**src/hw/rtl/hpt_pkg.sv**
```systemverilog
// Shared types and constants for the half-precision tanh unit.
// Depends on nothing; every other file in hw/rtl imports it.
package hpt_pkg;

   localparam int HORNER_TERMS = 7;
   localparam int DIV_STEPS    = 25;

   localparam logic [4:0]  EXP_ALL_ONES = 5'd31;
   localparam logic [4:0]  EXP_SATURATE = 5'd18;
   localparam logic [4:0]  EXP_MAIN_MIN = 5'd11;
   localparam logic [14:0] HALF_ONE     = 15'h3C00;
   localparam logic [14:0] QUIET_BIT    = 15'h0200;
   localparam logic [15:0] LN2_Q16      = 16'd45426;
   localparam logic [16:0] ONE_Q16      = 17'h10000;
   localparam logic [14:0] RECIP_LN2    = 15'd23637;    // floor(2^30 / ln2_q16)
   localparam logic [23:0] RECIP_THREE  = 24'd11184811; // ceil(2^25 / 3)

   typedef enum logic [1:0] {
      KIND_SPECIAL,
      KIND_MAIN,
      KIND_SMALL
   } kind_type;

   typedef struct packed {
      logic [15:0] x_bits;
      logic        last_in;
   } req_type;

   typedef struct packed {
      logic [15:0] y_bits;
      logic        last_out;
   } rsp_type;

   // Everything one element carries down the chain.
   typedef struct packed {
      logic        last;
      logic        sign;
      kind_type    kind;
      logic [14:0] spec_mag;
      logic [4:0]  e_exp;
      logic [10:0] mant;
      logic [15:0] r;
      logic [4:0]  n;
      logic [16:0] p;
      logic [31:0] small_r;
      logic [17:0] rem;
      logic [17:0] den;
      logic [24:0] quo;
   } lane_type;

endpackage

```
**src/hw/rtl/hpt_div_cell.sv**
```systemverilog
// One restoring-division step: one quotient bit of num*2^24 / den.
// Depends on hpt_pkg.
module hpt_div_cell import hpt_pkg::*; (
   input  logic     clock,
   input  logic     reset,
   input  logic     in_valid,
   output logic     in_ready,
   input  lane_type in_lane,
   output logic     out_valid,
   input  logic     out_ready,
   output lane_type out_lane
);

   logic     valid_ff, q_bit;
   lane_type lane_in, lane_ff;

   assign in_ready  = !valid_ff || out_ready;
   assign out_valid = valid_ff;
   assign out_lane  = lane_ff;

   always_comb begin
      q_bit       = (in_lane.rem >= in_lane.den);
      lane_in     = in_lane;
      lane_in.rem = (q_bit ? (in_lane.rem - in_lane.den) : in_lane.rem) << 1;
      lane_in.quo = {in_lane.quo[23:0], q_bit};
   end

   always_ff @(posedge clock) begin
      if (reset) valid_ff <= 1'b0;
      else if (in_ready) valid_ff <= in_valid;
   end

   always_ff @(posedge clock) begin
      if (in_ready && in_valid) lane_ff <= lane_in;
   end

endmodule

```
**config.mk**
```make
export PLATFORM = sky130hd
export DESIGN_NAME = hpt_div_cell
export DESIGN_NICKNAME = d
export VERILOG_FILES = /design/src/hw/rtl/hpt_pkg.sv /design/src/hw/rtl/hpt_div_cell.sv
export SDC_FILE = /design/constraint.sdc
export NUM_CORES = 1
export LEC_CHECK = 0
export ABC_AREA = 1
export BUFFER_PORTS_ARGS = -buffer_cell sky130_fd_sc_hd__buf_2
export CELL_PAD_IN_SITES_DETAIL_PLACEMENT = 0
export CELL_PAD_IN_SITES_GLOBAL_PLACEMENT = 1
export CORE_MARGIN = 2
export CORE_UTILIZATION = 37
export CTS_CLUSTER_DIAMETER = 30
export DETAILED_ROUTE_END_ITERATION = 7
export HOLD_SLACK_MARGIN = 0.06
export PLACE_DENSITY_LB_ADDON = 0.1
export SYNTH_ARGS = -nofsm -noshare
export SYNTH_HDL_FRONTEND = slang
export SYNTH_SLANG_ARGS = --single-unit
```
**constraint.sdc**
```tcl
create_clock -name clock -period 25.1 [get_ports clock]
set_clock_uncertainty 0.05 [all_clocks]
set_input_delay 0 -clock clock [delete_from_list [all_inputs] [get_ports clock]]
set_output_delay 0 -clock clock [all_outputs]
set_load 0.01 [all_outputs]
```
==> run summary <==
Min Clock Period, post-route -> 2.27 ns
Pwr Density -> 66.6 nW/um2
Hold Slack -> 0.228 ns
Crit. Startpoint -> out_valid$_SDFFE_PP0N_
Mapped Avg Cell Area -> 13.9 um2
DRC viols -> 0
Cell Area, Placed -> 8500 um2
Cell Area, Synth -> 6550 um2
Initial Util -> 0.379
hold buffers post-CTS -> 166
WS Path Type -> reg -> reg
Synth Flop Type -> edfxtp_1
share of the clock period used by the worst path -> 0.0903
Resized cells post-CTS -> 0
Die Span Y -> 137 um
worst relative slew slack -> 0.444
post-DP HPWL -> 13500 um
Arr. time, crit path -> 2.26 ns
pin count of the biggest net entering global routing -> 67
Final Hold Fails -> 0
clk slew on worst S/H paths -> 0.07 ns
Worst Path Max Fanout -> 66
Via Count -> 5344
global route total overflow -> 0
R2R Path Start -> out_valid$_SDFFE_PP0N_
Seq/Total Area, Yosys -> 0.759
row cnt -> 48
core area -> 17300 um2
final wirelength -> 19000 um
CTS Sinks -> 166
Total GRT Usage -> 0.197
Hold Crit Start -> in_lane[147]
worst-margin pin slew -> 0.833 ns
Root Driver -> clkbuf_16
area delta synth->final -> 65.0%
first-pass GRT wire length -> 27800 um
crit path capture type -> flip-flop
Critical Path RT -> 25.10 ns
routability cong. -> 0.786
max-slew violation count -> 0
HP Class -> in -> reg
post-CTS setup buffers -> 0
vias in the first global route -> 5500
total I/O pin count -> 338
Yosys reg bits -> 166
Bufs on Longest Clock Path -> 2
initial antenna violation count -> 2
Post-DRT Antenna Nets -> 0
setup violators final -> 0
DRT iter0 DRCs -> 172
EDFF count, synth -> 165
Synth warnings -> 0
status -> finished clean
Pre-antenna DRT Iters -> 4
FFs w/ async S/R, synth -> 0
crit start category -> flip-flop
syn nets -> 661
Static Leak -> 5.04 nW
CTS Buf Count -> 17
Die Area -> 18800 um2
maximum vdd drop -> 0.0454 mV
cell area after layout -> 10800 um2
max-cap violation count -> 0
H-Tree Level Count -> 4
Synth Instances -> 472
nets -> 1180
RSZ-0062 raised after global routing -> no
setup_tns -> 0 ns
chip width -> 137 um
latest clock arrival within the worst-skew pair -> 0.41 ns
TritonCTS clock tree -> yes
vias per cell -> 4.34
Max Freq -> 441 MHz
Unique masters post-synth -> 29
routed wire length per instance -> 15.4 um
fraction of layout cells with a size suffix above 1 -> 0.398
IO buf count -> 335
==> worst max-delay path, cell delays in order, from the launching register on <==
cell and delay, ns:
dfxtp_1 0.34, a21oi_4 0.15, buf_4 0.50, buf_4 0.75
==> cell usage in the layout, fill, tap and decap left out, types with 3 or more instances in the layout <==
cell type      netlist  routed
bufinv_16            0       4
inv_6                0       5
ha_1                18      18
nand3_1             29      29
nand2_2             13      13
buf_2                1     335
nor2_1               8       8
a21oi_1             12      11
inv_1               68      68
edfxtp_1           165     165
nand4_1              3       3
clkbuf_16            0      17
xor2_1               7       7
dlygate4sd3_1        0     166
inv_2                4       4
nand3_2              3       3
nand2_1            122     122
buf_4                2       3
==> routing by layer <==
layer	up-vias	share of wire	GRT usage	routed length, um
met3	38	0.061	0.0585	1160
li1	2644	-	-	-
met5	-	0	0	0
met1	2471	0.38	0.212	7270
met4	0	0.035	0.0876	656
met2	191	0.52	0.357	9910
==> report_power, final <==
| part | internal [mW] | switching, mW | leakage, nW | total (mW) |
|---|---|---|---|---|
| clock | 0.169 | 0.112 | 0.311 | 0.281 |
| sequential | 0.327 | 0.00414 | 1.61 | 0.331 |
| combinational | 0.0505 | 0.0572 | 3.12 | 0.108 |
| total | 0.547 | 0.173 | 5.04 | 0.720 |
==> cells by family after synthesis <==
kind of cell | synth area share
buffers and inverters | 0.0474
AOI/OAI and AO/OA | 0.0103
DFF | 0.759
other | 0.000572
xor gates and xnor gates | 0.00936
adders and majority gates | 0.0374
and+or+nand+nor | 0.136
==> metrics by stage <==
step | worst slack (ns) | power [mW] | cells | utilization
after floorplan | 16.00 | 0.389 | 472 | -
after global placement | 22.89 | 0.423 | 1031 | 0.492
after detailed placement | 22.85 | 0.425 | 1031 | 0.492
after CTS | 22.84 | 0.728 | 1228 | 0.625
after global routing | 22.70 | 0.750 | 1230 | 0.625
final | 22.83 | 0.720 | 1230 | 0.625
==> path summary, 6_finish.rpt <==
path	end	depth (start not counted)	slack, ns
worst min register to register	out_lane[27]$_DFFE_PP_	2	0.96
worst min-delay path	out_lane[147]$_DFFE_PP_	2	0.23
worst max register to register	out_lane[2]$_DFFE_PP_	3	22.83
worst max-delay path	out_lane[2]$_DFFE_PP_	3	22.83
==> Yosys cell counts (2+ instances only) <==
| cell | n | area, um2 |
|---|---|---|
| edfxtp_1 | 165 | 4950 |
| nor3_1 | 2 | 10.0 |
| ha_1 | 18 | 225 |
| nand2_2 | 13 | 81.3 |
| xor2_1 | 7 | 61.3 |
| nand3_1 | 29 | 145 |
| nand3_2 | 3 | 30.0 |
| inv_2 | 4 | 15.0 |
| a21oi_1 | 12 | 60.1 |
| nand2_1 | 122 | 458 |
| nand2_4 | 2 | 22.5 |
| nand4_1 | 3 | 18.8 |
| inv_1 | 68 | 255 |
| nor2_1 | 8 | 30.0 |
| buf_4 | 2 | 15.0 |
==> registers in the layout, indices dropped and copies added, names as in the netlist <==
name / cells
out_lane: 165
out_valid: 1
==> area by class of cell <==
class	count	area, um2
fill	1357	6480
sequential	166	4970
timing repair buffer	504	3360
multi-input combinational	230	1280
clock buffer	17	425
tap	225	282
inverter	72	270
clock inverter	14	218
antenna	2	5.00
Note: power is estimated with default switching activity, not from simulation.
