**src/hw/rtl/hpt_pkg.sv**
```systemverilog
// Shared types and constants for the half-precision tanh unit.
// Depends on nothing; every other file in hw/rtl imports it.
package hpt_pkg;

   localparam int HORNER_TERMS = 7;
   localparam int DIV_STEPS    = 25;

   localparam logic [4:0]  EXP_ALL_ONES = 5'd31;
   localparam logic [4:0]  EXP_SATURATE = 5'd18;
   localparam logic [4:0]  EXP_MAIN_MIN = 5'd11;
   localparam logic [14:0] HALF_ONE     = 15'h3C00;
   localparam logic [14:0] QUIET_BIT    = 15'h0200;
   localparam logic [15:0] LN2_Q16      = 16'd45426;
   localparam logic [16:0] ONE_Q16      = 17'h10000;
   localparam logic [14:0] RECIP_LN2    = 15'd23637;    // floor(2^30 / ln2_q16)
   localparam logic [23:0] RECIP_THREE  = 24'd11184811; // ceil(2^25 / 3)

   typedef enum logic [1:0] {
      KIND_SPECIAL,
      KIND_MAIN,
      KIND_SMALL
   } kind_type;

   typedef struct packed {
      logic [15:0] x_bits;
      logic        last_in;
   } req_type;

   typedef struct packed {
      logic [15:0] y_bits;
      logic        last_out;
   } rsp_type;

   // Everything one element carries down the chain.
   typedef struct packed {
      logic        last;
      logic        sign;
      kind_type    kind;
      logic [14:0] spec_mag;
      logic [4:0]  e_exp;
      logic [10:0] mant;
      logic [15:0] r;
      logic [4:0]  n;
      logic [16:0] p;
      logic [31:0] small_r;
      logic [17:0] rem;
      logic [17:0] den;
      logic [24:0] quo;
   } lane_type;

endpackage

```
**src/hw/rtl/hpt_horner_cell.sv**
```systemverilog
// One Horner step of the e^-r series: p = 1 - (r*p)/k, over two stages.
// Depends on hpt_pkg.
module hpt_horner_cell import hpt_pkg::*; (
   input  logic       clock,
   input  logic       reset,
   input  logic [2:0] k,
   input  logic       in_valid,
   output logic       in_ready,
   input  lane_type   in_lane,
   output logic       out_valid,
   input  logic       out_ready,
   output lane_type   out_lane
);

   // ceil(2^19 / k), exact for every dividend below 2^16
   function automatic logic [19:0] recip(input logic [2:0] kk);
      logic [19:0] m;
      unique case (kk)
         3'd1:    m = 20'd524288;
         3'd2:    m = 20'd262144;
         3'd3:    m = 20'd174763;
         3'd4:    m = 20'd131072;
         3'd5:    m = 20'd104858;
         3'd6:    m = 20'd87382;
         3'd7:    m = 20'd74899;
         default: m = 20'd0;
      endcase
      return m;
   endfunction

   logic        m_valid_ff, o_valid_ff, m_ready, o_ready;
   lane_type    m_lane_ff, o_lane_in, o_lane_ff;
   logic [15:0] x_in, x_ff, q;
   logic [32:0] rp;
   logic [35:0] qp;

   assign o_ready   = !o_valid_ff || out_ready;
   assign m_ready   = !m_valid_ff || o_ready;
   assign in_ready  = m_ready;
   assign out_valid = o_valid_ff;
   assign out_lane  = o_lane_ff;

   always_comb begin
      rp   = 33'(in_lane.r) * 33'(in_lane.p);
      x_in = 16'(rp >> 16);
   end

   always_comb begin
      qp          = 36'(x_ff) * 36'(recip(k));
      q           = 16'(qp >> 19);
      o_lane_in   = m_lane_ff;
      o_lane_in.p = ONE_Q16 - 17'(q);
   end

   always_ff @(posedge clock) begin
      if (reset) begin
         m_valid_ff <= 1'b0;
         o_valid_ff <= 1'b0;
      end else begin
         if (m_ready) m_valid_ff <= in_valid;
         if (o_ready) o_valid_ff <= m_valid_ff;
      end
   end

   always_ff @(posedge clock) begin
      if (m_ready && in_valid) begin
         m_lane_ff <= in_lane;
         x_ff      <= x_in;
      end
      if (o_ready && m_valid_ff) o_lane_ff <= o_lane_in;
   end

endmodule

```
**config.mk**
```make
export PLATFORM = sky130hd
export DESIGN_NAME = hpt_horner_cell
export DESIGN_NICKNAME = d
export VERILOG_FILES = /design/src/hw/rtl/hpt_pkg.sv /design/src/hw/rtl/hpt_horner_cell.sv
export SDC_FILE = /design/constraint.sdc
export NUM_CORES = 1
export LEC_CHECK = 0
export BUFFER_PORTS_ARGS = -buffer_cell sky130_fd_sc_hd__buf_2
export CORE_MARGIN = 5
export CORE_UTILIZATION = 30
export DETAILED_ROUTE_END_ITERATION = 6
export GPL_ROUTABILITY_DRIVEN = 0
export GPL_TIMING_DRIVEN = 1
export PLACE_DENSITY_LB_ADDON = 0.05
export SKIP_CTS_REPAIR_TIMING = 1
export SYNTH_ARGS = -nofsm -noshare
export SYNTH_HDL_FRONTEND = slang
export SYNTH_SLANG_ARGS = --single-unit
```
**constraint.sdc**
```tcl
create_clock -name clock -period 12.05 [get_ports clock]
set_input_delay 1.205 -clock clock [delete_from_list [all_inputs] [get_ports clock]]
set_output_delay 1.205 -clock clock [all_outputs]
set_load 0.01 [all_outputs]
```
==> out/results.ini, run 1 <==
[worst_setup_path]
startpoint=k[2]
reg2reg_from=x_ff[5]$_DFFE_PP_
end_kind=flop
cp-start-kind=primary input
cp-endpoint=out_lane[108]$_DFFE_PP_
path_class=primary input to flop
critPathRequiredTime_ps=12330
r2r_end=out_lane[108]$_DFFE_PP_
reg2reg_slack_ps=4240
arrival_ps=9480
critPathMaxFanout=19
r2r_cells=24

[grt]
grt.total_usage_pct=16.0
grt_pass1_wl_um=122000
antenna_found_initial=6
grt.overflow.total=0
first_global_vias=19800
grt_max_degree=74

[synthesis]
synth_seq_cells=333
ys_seq_area_share_pct=35.4
synth_nets=3234
synth_area_um2=28200
synth_ff_type=edfxtp_1
async_reset_ff_share_pct=0
yosys_warnings=0
syn_avg_cell_area_um2=11.7
synth-edff-count=331
yosysUniqueCellTypes=70
syn-instance-count=2412

[final_layout]
final_common_cell=inv_1
final-instance-count-excl-fill=4009
layout.nets=3546
final_cell_mix=inv_1 (568), fa_1 (449), buf_2 (340), edfxtp_1 (331), nand2_1 (326)
seq_area_um2=9980
area_delta_synth_final_pct=15.8
n_fill_cell=9457
multi_input_area_um2=15800
finalInstanceArea_um2=32600
final_layout_size_suffix_gt1_share_pct=16.0

[cts]
numClockSinks=333
clock_latency_ps=560
clk_pin_slew_worst_paths_ps=60
clock_path_buffers=3
cts_root_buf=clkbuf_16
cts_buffers=39
htreeDepth=2
cts_tree=done

[timing]
fin_worst_skew_ps=12.9
slew-limit-headroom_pct=32.7
final-max-slew-violation-count=0
fmax_mhz=109
rsz0062_at_grt=false
hold_violations=0
setup_tns_ps=0
tightest_slew_ps=1010
finalCritPeriodShare_pct=76.3
finalSetupViolCount=0
finalCriticalPeriod_ps=9200

[detailed_routing]
avgViaCountPerCell=4.39
routed-via-count=17600
ant_nets=0
wl_um=79300
drc_errors=0
firstDrtPassIters=5
drtIter0Drc=933
wl_per_cell_um=19.8

[die]
die_w_um=317
die_height_um=317
fp-row-count=112
start_util_pct=30.2
io_pins=341
core-area_um2=93300
floorplan.die_area_um2=100000

[placed_design]
placed_area_um2=31200
place_inst=3937
dp_hpwl_um=63300
io_buffers=340

[min_path]
holdCritPathClass=flop to flop

[run]
drv_cap=0

[outcome]
status=complete, no violations

metrics by stage:
step	worst slack (ps)	hold WS (ps)	util (%)
floorplan	2720	400	-
global placement	2350	400	33.5
detailed placement	2310	405	33.5
CTS	2920	397	35.0
global route	2540	413	35.0
finish	2850	410	35.0
layout make-up:
type,count,share of cell area [%]
antenna,3,0.0230
clock inverter,27,1.25
tap,1254,4.81
clock buffer,42,3.02
inverter,568,6.53
timing repair buffer,349,5.42
sequential,333,30.6
multi-input combinational,1433,48.4
state kept, by name, indices dropped and copies added, names as in the netlist:
signal / count
out_lane: 166
m_lane_ff: 149
m_valid_ff: 1
out_valid: 1
x_ff: 16
synth_stat cells (4+ instances only):
library cell,count,share of area [%]
inv_1,568,7.6
nand2_1,326,4.3
edfxtp_1,331,35
nand4_1,8,0.18
nand2b_1,8,0.18
and2_1,138,3.1
a21o_1,11,0.29
nand3_1,15,0.27
o21ai_0,14,0.25
or2_2,11,0.24
nor3b_1,4,0.11
o31ai_1,4,0.11
nor2_1,47,0.63
o21ai_1,4,0.071
o21a_1,5,0.13
xor2_1,14,0.43
xnor2_1,34,1.1
ha_1,200,8.9
o211ai_1,9,0.24
and3_1,19,0.42
fa_1,449,32
nor2b_1,8,0.18
o21bai_1,4,0.11
clkbuf_1,73,0.97
a21oi_1,32,0.57
nor3_1,6,0.11
a211oi_1,5,0.13
how the worst min path moves through the flow:
stage	start	end	cells after the start
after global placement	m_lane_ff[90]$_DFFE_PP_	out_lane[90]$_DFFE_PP_	0
after floorplan	m_lane_ff[0]$_DFFE_PP_	out_lane[0]$_DFFE_PP_	0
after detailed placement	m_lane_ff[10]$_DFFE_PP_	out_lane[10]$_DFFE_PP_	0
after CTS	m_lane_ff[90]$_DFFE_PP_	out_lane[90]$_DFFE_PP_	0
after global routing	m_lane_ff[156]$_DFFE_PP_	out_lane[156]$_DFFE_PP_	0
final	m_lane_ff[83]$_DFFE_PP_	out_lane[83]$_DFFE_PP_	0
kinds of logic (layout without fill, tap and decap cells):
| family | Yosys count | count (layout) | share of synthesized area [%] |
|---|---|---|---|
| XOR/XNOR | 50 | 50 | 1.61 |
| AO/OA/AOI/OAI | 120 | 120 | 3.15 |
| buffers and inverters | 646 | 986 | 8.62 |
| flip-flops | 333 | 333 | 35.4 |
| AND/OR/NAND/NOR | 611 | 611 | 10.4 |
| other | 0 | 3 | 0 |
| adder cells (fa/ha/maj) | 649 | 649 | 40.8 |
| multiplexers | 3 | 3 | 0.107 |
layer usage:
| layer | share of wire, % | up-vias | wire length, um | GRT usage, % |
|---|---|---|---|---|
| met3 | 4.7 | 79 | 3720 | 2.27 |
| met5 | 0 | - | 0 | 0 |
| met4 | 1.7 | 0 | 1390 | 3.29 |
| met2 | 51 | 394 | 40200 | 28.6 |
| met1 | 43 | 9043 | 33900 | 20.7 |
| li1 | - | 8081 | - | - |
critical path: stages:
cell and delay (ps):
buf_2 390, nand2_1 500, nor2_1 800, and2_1 350
fa_1 480, fa_1 530, inv_1 90, fa_1 550
inv_1 60, fa_1 470, fa_1 490, inv_1 50
fa_1 480, inv_1 40, ha_1 330, and3_1 250
nand2_1 90, nor4bb_1 480, o32ai_2 210, xor2_2 210
nand2_2 120, nor4b_4 340, nand4b_1 230, or4b_1 530
nand3_1 110, xnor2_1 60
Power of run 1 is left out: the tool's default activity adds up to more than one toggle a clock period on the data nets, which glitch-free logic cannot reach.
==> run 2: changes to the inputs <==
- ABC_AREA: unset -> 1
- clock period: 12.05 -> 8.2 ns (I/O delays scaled with it)
==> run 2 against run 1 <==
Effect of this change: register-to-register slack got worse by 3000 ps; cell count increased by 13%; worst hold slack got worse by 2.6 ps; first-iteration DRC count decreased by 4.9%; non-clock buffer count increased by 5; cell area increased by 4.0%; clock-buffer cell count increased by 5.
==> out/results.ini, run 2 <==
[outcome]
status=complete, no violations

[final_layout]
largest_register_ffs=166
multi_input_area_um2=16300
seq_area_um2=9980
final_cell_mix=inv_1 (768), nand2_1 (559), fa_1 (449), buf_2 (340), edfxtp_1 (331)
area_delta_synth_final_pct=15.1
layout.nets=4024
finalInstanceArea_um2=34000
final_layout_size_suffix_gt1_share_pct=14.6
final_common_cell=inv_1
n_fill_cell=10200

[grt]
grt_max_degree=132
grt.total_usage_pct=17.2
grt.overflow.total=0
antenna_found_initial=12
grt_pass1_wl_um=136000
first_global_vias=22600

[synthesis]
synth_xor_area_share_pct=1.15
syn-instance-count=2885
ys_seq_area_share_pct=33.8
yosys_warnings=0
synth.most_common_cell=inv_1
yosysUniqueCellTypes=46
synth_top_area_share_pct=33.7
synth_seq_cells=333
synth-compound-area-share_pct=2.49
muxShareOfSynthArea_pct=0
synthAdderAreaFrac_pct=38.9
synth_ff_type=edfxtp_1
synth_nets=3707
syn_avg_cell_area_um2=10.2
ys_top_cells_by_count=inv_1 (769), nand2_1 (559), fa_1 (449), edfxtp_1 (331), ha_1 (200)
synth.area.top_cells=edfxtp_1 (34%), fa_1 (30%), inv_1 (9.8%)
async_reset_ff_share_pct=0
synth_top_family_by_area=adder cells
synth-edff-count=331
yosys.area.top_type=edfxtp_1
synth_area_um2=29500
yosys.area_share.simple_pct=12.7

[timing]
hold_violations=0
whs_ps=407
slew-limit-headroom_pct=29.5
setup_slack_ps=681
finalCriticalPeriod_ps=7520
fmax_mhz=133
rsz0062_at_grt=false
setup_tns_ps=0
finalSetupViolCount=0
final-max-slew-violation-count=0
fin_worst_skew_ps=28.7
finalCritPeriodShare_pct=91.7
tightest_slew_ps=1060

[cts]
clk_pin_slew_worst_paths_ps=60
cts_tree=done
clock_latency_ps=580
numClockSinks=333
cts_root_buf=clkbuf_16
htreeDepth=2
clock_path_buffers=3
cts_buffers=41

[detailed_routing]
avgViaCountPerCell=4.41
drtIter0Drc=887
wl_um=89300
firstDrtPassIters=5
wl_per_cell_um=19.7
drc_errors=0
routed-via-count=20000
ant_nets=0

[min_path]
holdCritPathClass=primary input to flop
worstHoldPathCells=1

[worst_setup_path]
arrival_ps=7860
reg2reg_from=x_ff[1]$_DFFE_PP_
end_kind=flop
cp-start-kind=primary input
path_class=primary input to flop
cp-endpoint=out_lane[105]$_DFFE_PP_
reg2reg_slack_ps=1230
path_common_cell=nand2_1
critPathRequiredTime_ps=8540
r2r_end=out_lane[107]$_DFFE_PP_
r2r_cells=30
critPathMaxFanout=15
critPathMaxStageDelay_ps=550
startpoint=k[0]
slowest_stage=fa_1

[die]
floorplan.die_area_um2=105000
die_w_um=324
die_height_um=324
core-area_um2=98000
fp-row-count=115
start_util_pct=30.1
io_pins=341

[run]
drv_cap=0

[placed_design]
placed_area_um2=32600
place_ws_ps=86.7
dp_hpwl_um=74200
io_buffers=340

## run 2: routing by layer
| metal | global-route usage [%] | up-vias | wire (um) |
|---|---|---|---|
| met2 | 31.3 | 526 | 45400 |
| met4 | 5.36 | 12 | 2830 |
| li1 | - | 9287 | - |
| met5 | 0 | - | 74 |
| met3 | 3.56 | 150 | 5120 |
| met1 | 20.5 | 9991 | 35900 |
## run 2: final cells by class
type	count	area share [%]
repair buffers	354	5.36
inverters	773	8.57
well taps	1287	4.74
multi-input cells	1699	48.1
flip-flops and latches	333	29.4
diodes	3	0.0221
clock inverters	28	0.759
clock buffers	47	3.09
## run 2: metrics by stage
stage	util [%]	std cells
2_1_floorplan	-	2885
3_3_place_gp	33.3	4446
3_5_place_dp	33.3	4446
4_1_cts	34.6	4521
5_1_grt	34.6	4523
6_report	34.7	4524
## run 2: cell families (layout without fill, tap and decap cells)
| kind of cell | after synthesis | in the layout |
|---|---|---|
| DFF | 333 | 333 |
| AOI/OAI and AO/OA | 135 | 135 |
| other | 0 | 3 |
| xor gates and xnor gates | 38 | 38 |
| buffers and inverters | 853 | 1202 |
| adders and majority gates | 649 | 649 |
| and+or+nand+nor | 877 | 877 |
## run 2: critical path: cells and delay by family
family / cells / cell delay, ps
buf+inv: 9 / 1370
simple gates: 14 / 1640
compound gates: 3 / 650
fa+ha+maj: 7 / 3340
## run 2: worst min path at each step
stage / slack, ps / from / endpoint
6_report: 410 / in_lane[57] / m_lane_ff[57]$_DFFE_PP_
5_1_grt: 370 / in_lane[25] / m_lane_ff[25]$_DFFE_PP_
4_1_cts: 350 / in_lane[25] / m_lane_ff[25]$_DFFE_PP_
3_5_place_dp: 400 / m_lane_ff[11]$_DFFE_PP_ / out_lane[11]$_DFFE_PP_
3_3_place_gp: 400 / m_lane_ff[19]$_DFFE_PP_ / out_lane[19]$_DFFE_PP_
2_1_floorplan: 400 / m_lane_ff[0]$_DFFE_PP_ / out_lane[0]$_DFFE_PP_
Power of run 2 is left out for the same reason.
==> run 3: changes to the inputs <==
- CORE_UTILIZATION: 30 -> 61
- clock period: 8.2 -> 7.15 ns (I/O delays scaled with it)
==> run 3 against run 2 <==
Effect of this change: via count up 5.9%; utilization is 36 points higher; largest cell class unchanged; sequential cell count unchanged.
==> out/results.ini, run 3 (synthesis gave the netlist of run 2 again) <==
[outcome]
status=complete, no violations

[timing]
finalSetupViolCount=0
setup_slack_ps=336
slew-limit-headroom_pct=33.9
hold_violations=0
final-max-slew-violation-count=0
rsz0062_at_grt=false
finalCriticalPeriod_ps=6810
fin_worst_skew_ps=37.8
finalCritPeriodShare_pct=95.3
fmax_mhz=147
whs_ps=326
tightest_slew_ps=992

[final_layout]
final_layout_size_suffix_gt1_share_pct=17.3
n_fill_cell=3677
final_common_cell=inv_1
area_delta_synth_final_pct=14.5
layout.nets=4124
multi_input_area_um2=16300
final_cell_mix=inv_1 (767), nand2_1 (559), fa_1 (449), buf_2 (340), edfxtp_1 (331)
largest_register_ffs=166
seq_area_um2=9980

[die]
die_w_um=230
die_height_um=230
core-area_um2=47800
io_pins=341
floorplan.die_area_um2=52900
fp-row-count=80
start_util_pct=61.7

[min_path]
holdCritPathClass=primary input to flop
worstHoldPathCells=2
worstHoldStart=reset
hold_end=out_valid$_SDFFE_PP0P_

[grt]
first_global_vias=22700
grt_max_degree=154
grt.overflow.total=0
antenna_found_initial=4
grt.total_usage_pct=29.3
grt_pass1_wl_um=121000

[worst_setup_path]
cp-start-kind=primary input
critPathRequiredTime_ps=7430
slowest_stage=fa_1
arrival_ps=7090
critPathMaxFanout=9
reg2reg_from=x_ff[1]$_DFFE_PP_
critPathMaxStageDelay_ps=510
reg2reg_slack_ps=390
r2r_cells=27
path_class=primary input to flop
path_common_cell=nand2_1
end_kind=flop
path_delay_family=adder cells
r2r_end=out_lane[105]$_DFFE_PP_
worst-path-buf-inv=7

[detailed_routing]
wl_per_cell_um=19.4
ant_nets=0
wl_um=76400
drc_errors=0
drtIter0Drc=1455
routed-via-count=21100
firstDrtPassIters=7
avgViaCountPerCell=5.36

[cts]
cts_root_buf=clkbuf_16
htreeDepth=2
clk_pin_slew_worst_paths_ps=60
cts_tree=done
numClockSinks=333
clock_latency_ps=560
cts_buffers=34
clock_path_buffers=3

[placed_design]
io_buffers=340
place_ws_ps=-184
dp_hpwl_um=63700

[run]
drv_cap=0

## run 3: changes by cell type in the layout (fill, tap and decap cells not counted), sizes merged
| cell | change |
|---|---|
| clkbuf | -5 |
| buf | +107 |
| clkinv | -14 |
| diode | +1 |
| clkinvlp | -1 |
| inv | +3 |
| bufinv | +3 |
## run 3: metrics by stage
step	utilization (%)	std cells	instance area, um^2	setup TNS (ps)
2_1_floorplan	-	2885	29500	0
3_3_place_gp	68.1	3881	32600	-111
3_5_place_dp	68.1	3881	32600	-1080
4_1_cts	70.6	3942	33800	0
5_1_grt	70.6	3945	33800	0
6_report	70.6	3946	33800	0
## run 3: metal layers
metal	global-route usage (%)	vias up	routed length, um
met5	0	-	0
met4	11.2	0	3530
li1	-	9497	-
met2	52.9	948	39200
met3	4.82	250	5630
met1	35.6	10400	28100
## run 3: worst max-delay path by stage
| stage | from | to | cells after the start |
|---|---|---|---|
| after CTS | k[2] | out_lane[105]$_DFFE_PP_ | 32 |
| after global placement | k[2] | out_lane[107]$_DFFE_PP_ | 33 |
| after floorplan | k[2] | out_lane[105]$_DFFE_PP_ | 33 |
| after global routing | k[0] | out_lane[105]$_DFFE_PP_ | 33 |
| final | k[2] | out_lane[105]$_DFFE_PP_ | 33 |
| after detailed placement | k[2] | out_lane[105]$_DFFE_PP_ | 32 |
## run 3: worst register-to-register path, delay by kind of cell (launching register included)
family          cells  cell delay [ps]
buf+inv             6              470
compound gates      3              540
simple gates       11             1480
flops               1              680
fa+ha+maj           7             3300
## run 3: cell type report
class	count	area share [%]
multi-input combinational	1699	48.3
sequential	333	29.5
tap	615	2.28
inverter	773	8.62
clock buffer	42	2.61
antenna	4	0.0296
clock inverter	19	0.840
timing repair buffer	461	7.76
Power of run 3 is left out for the same reason.
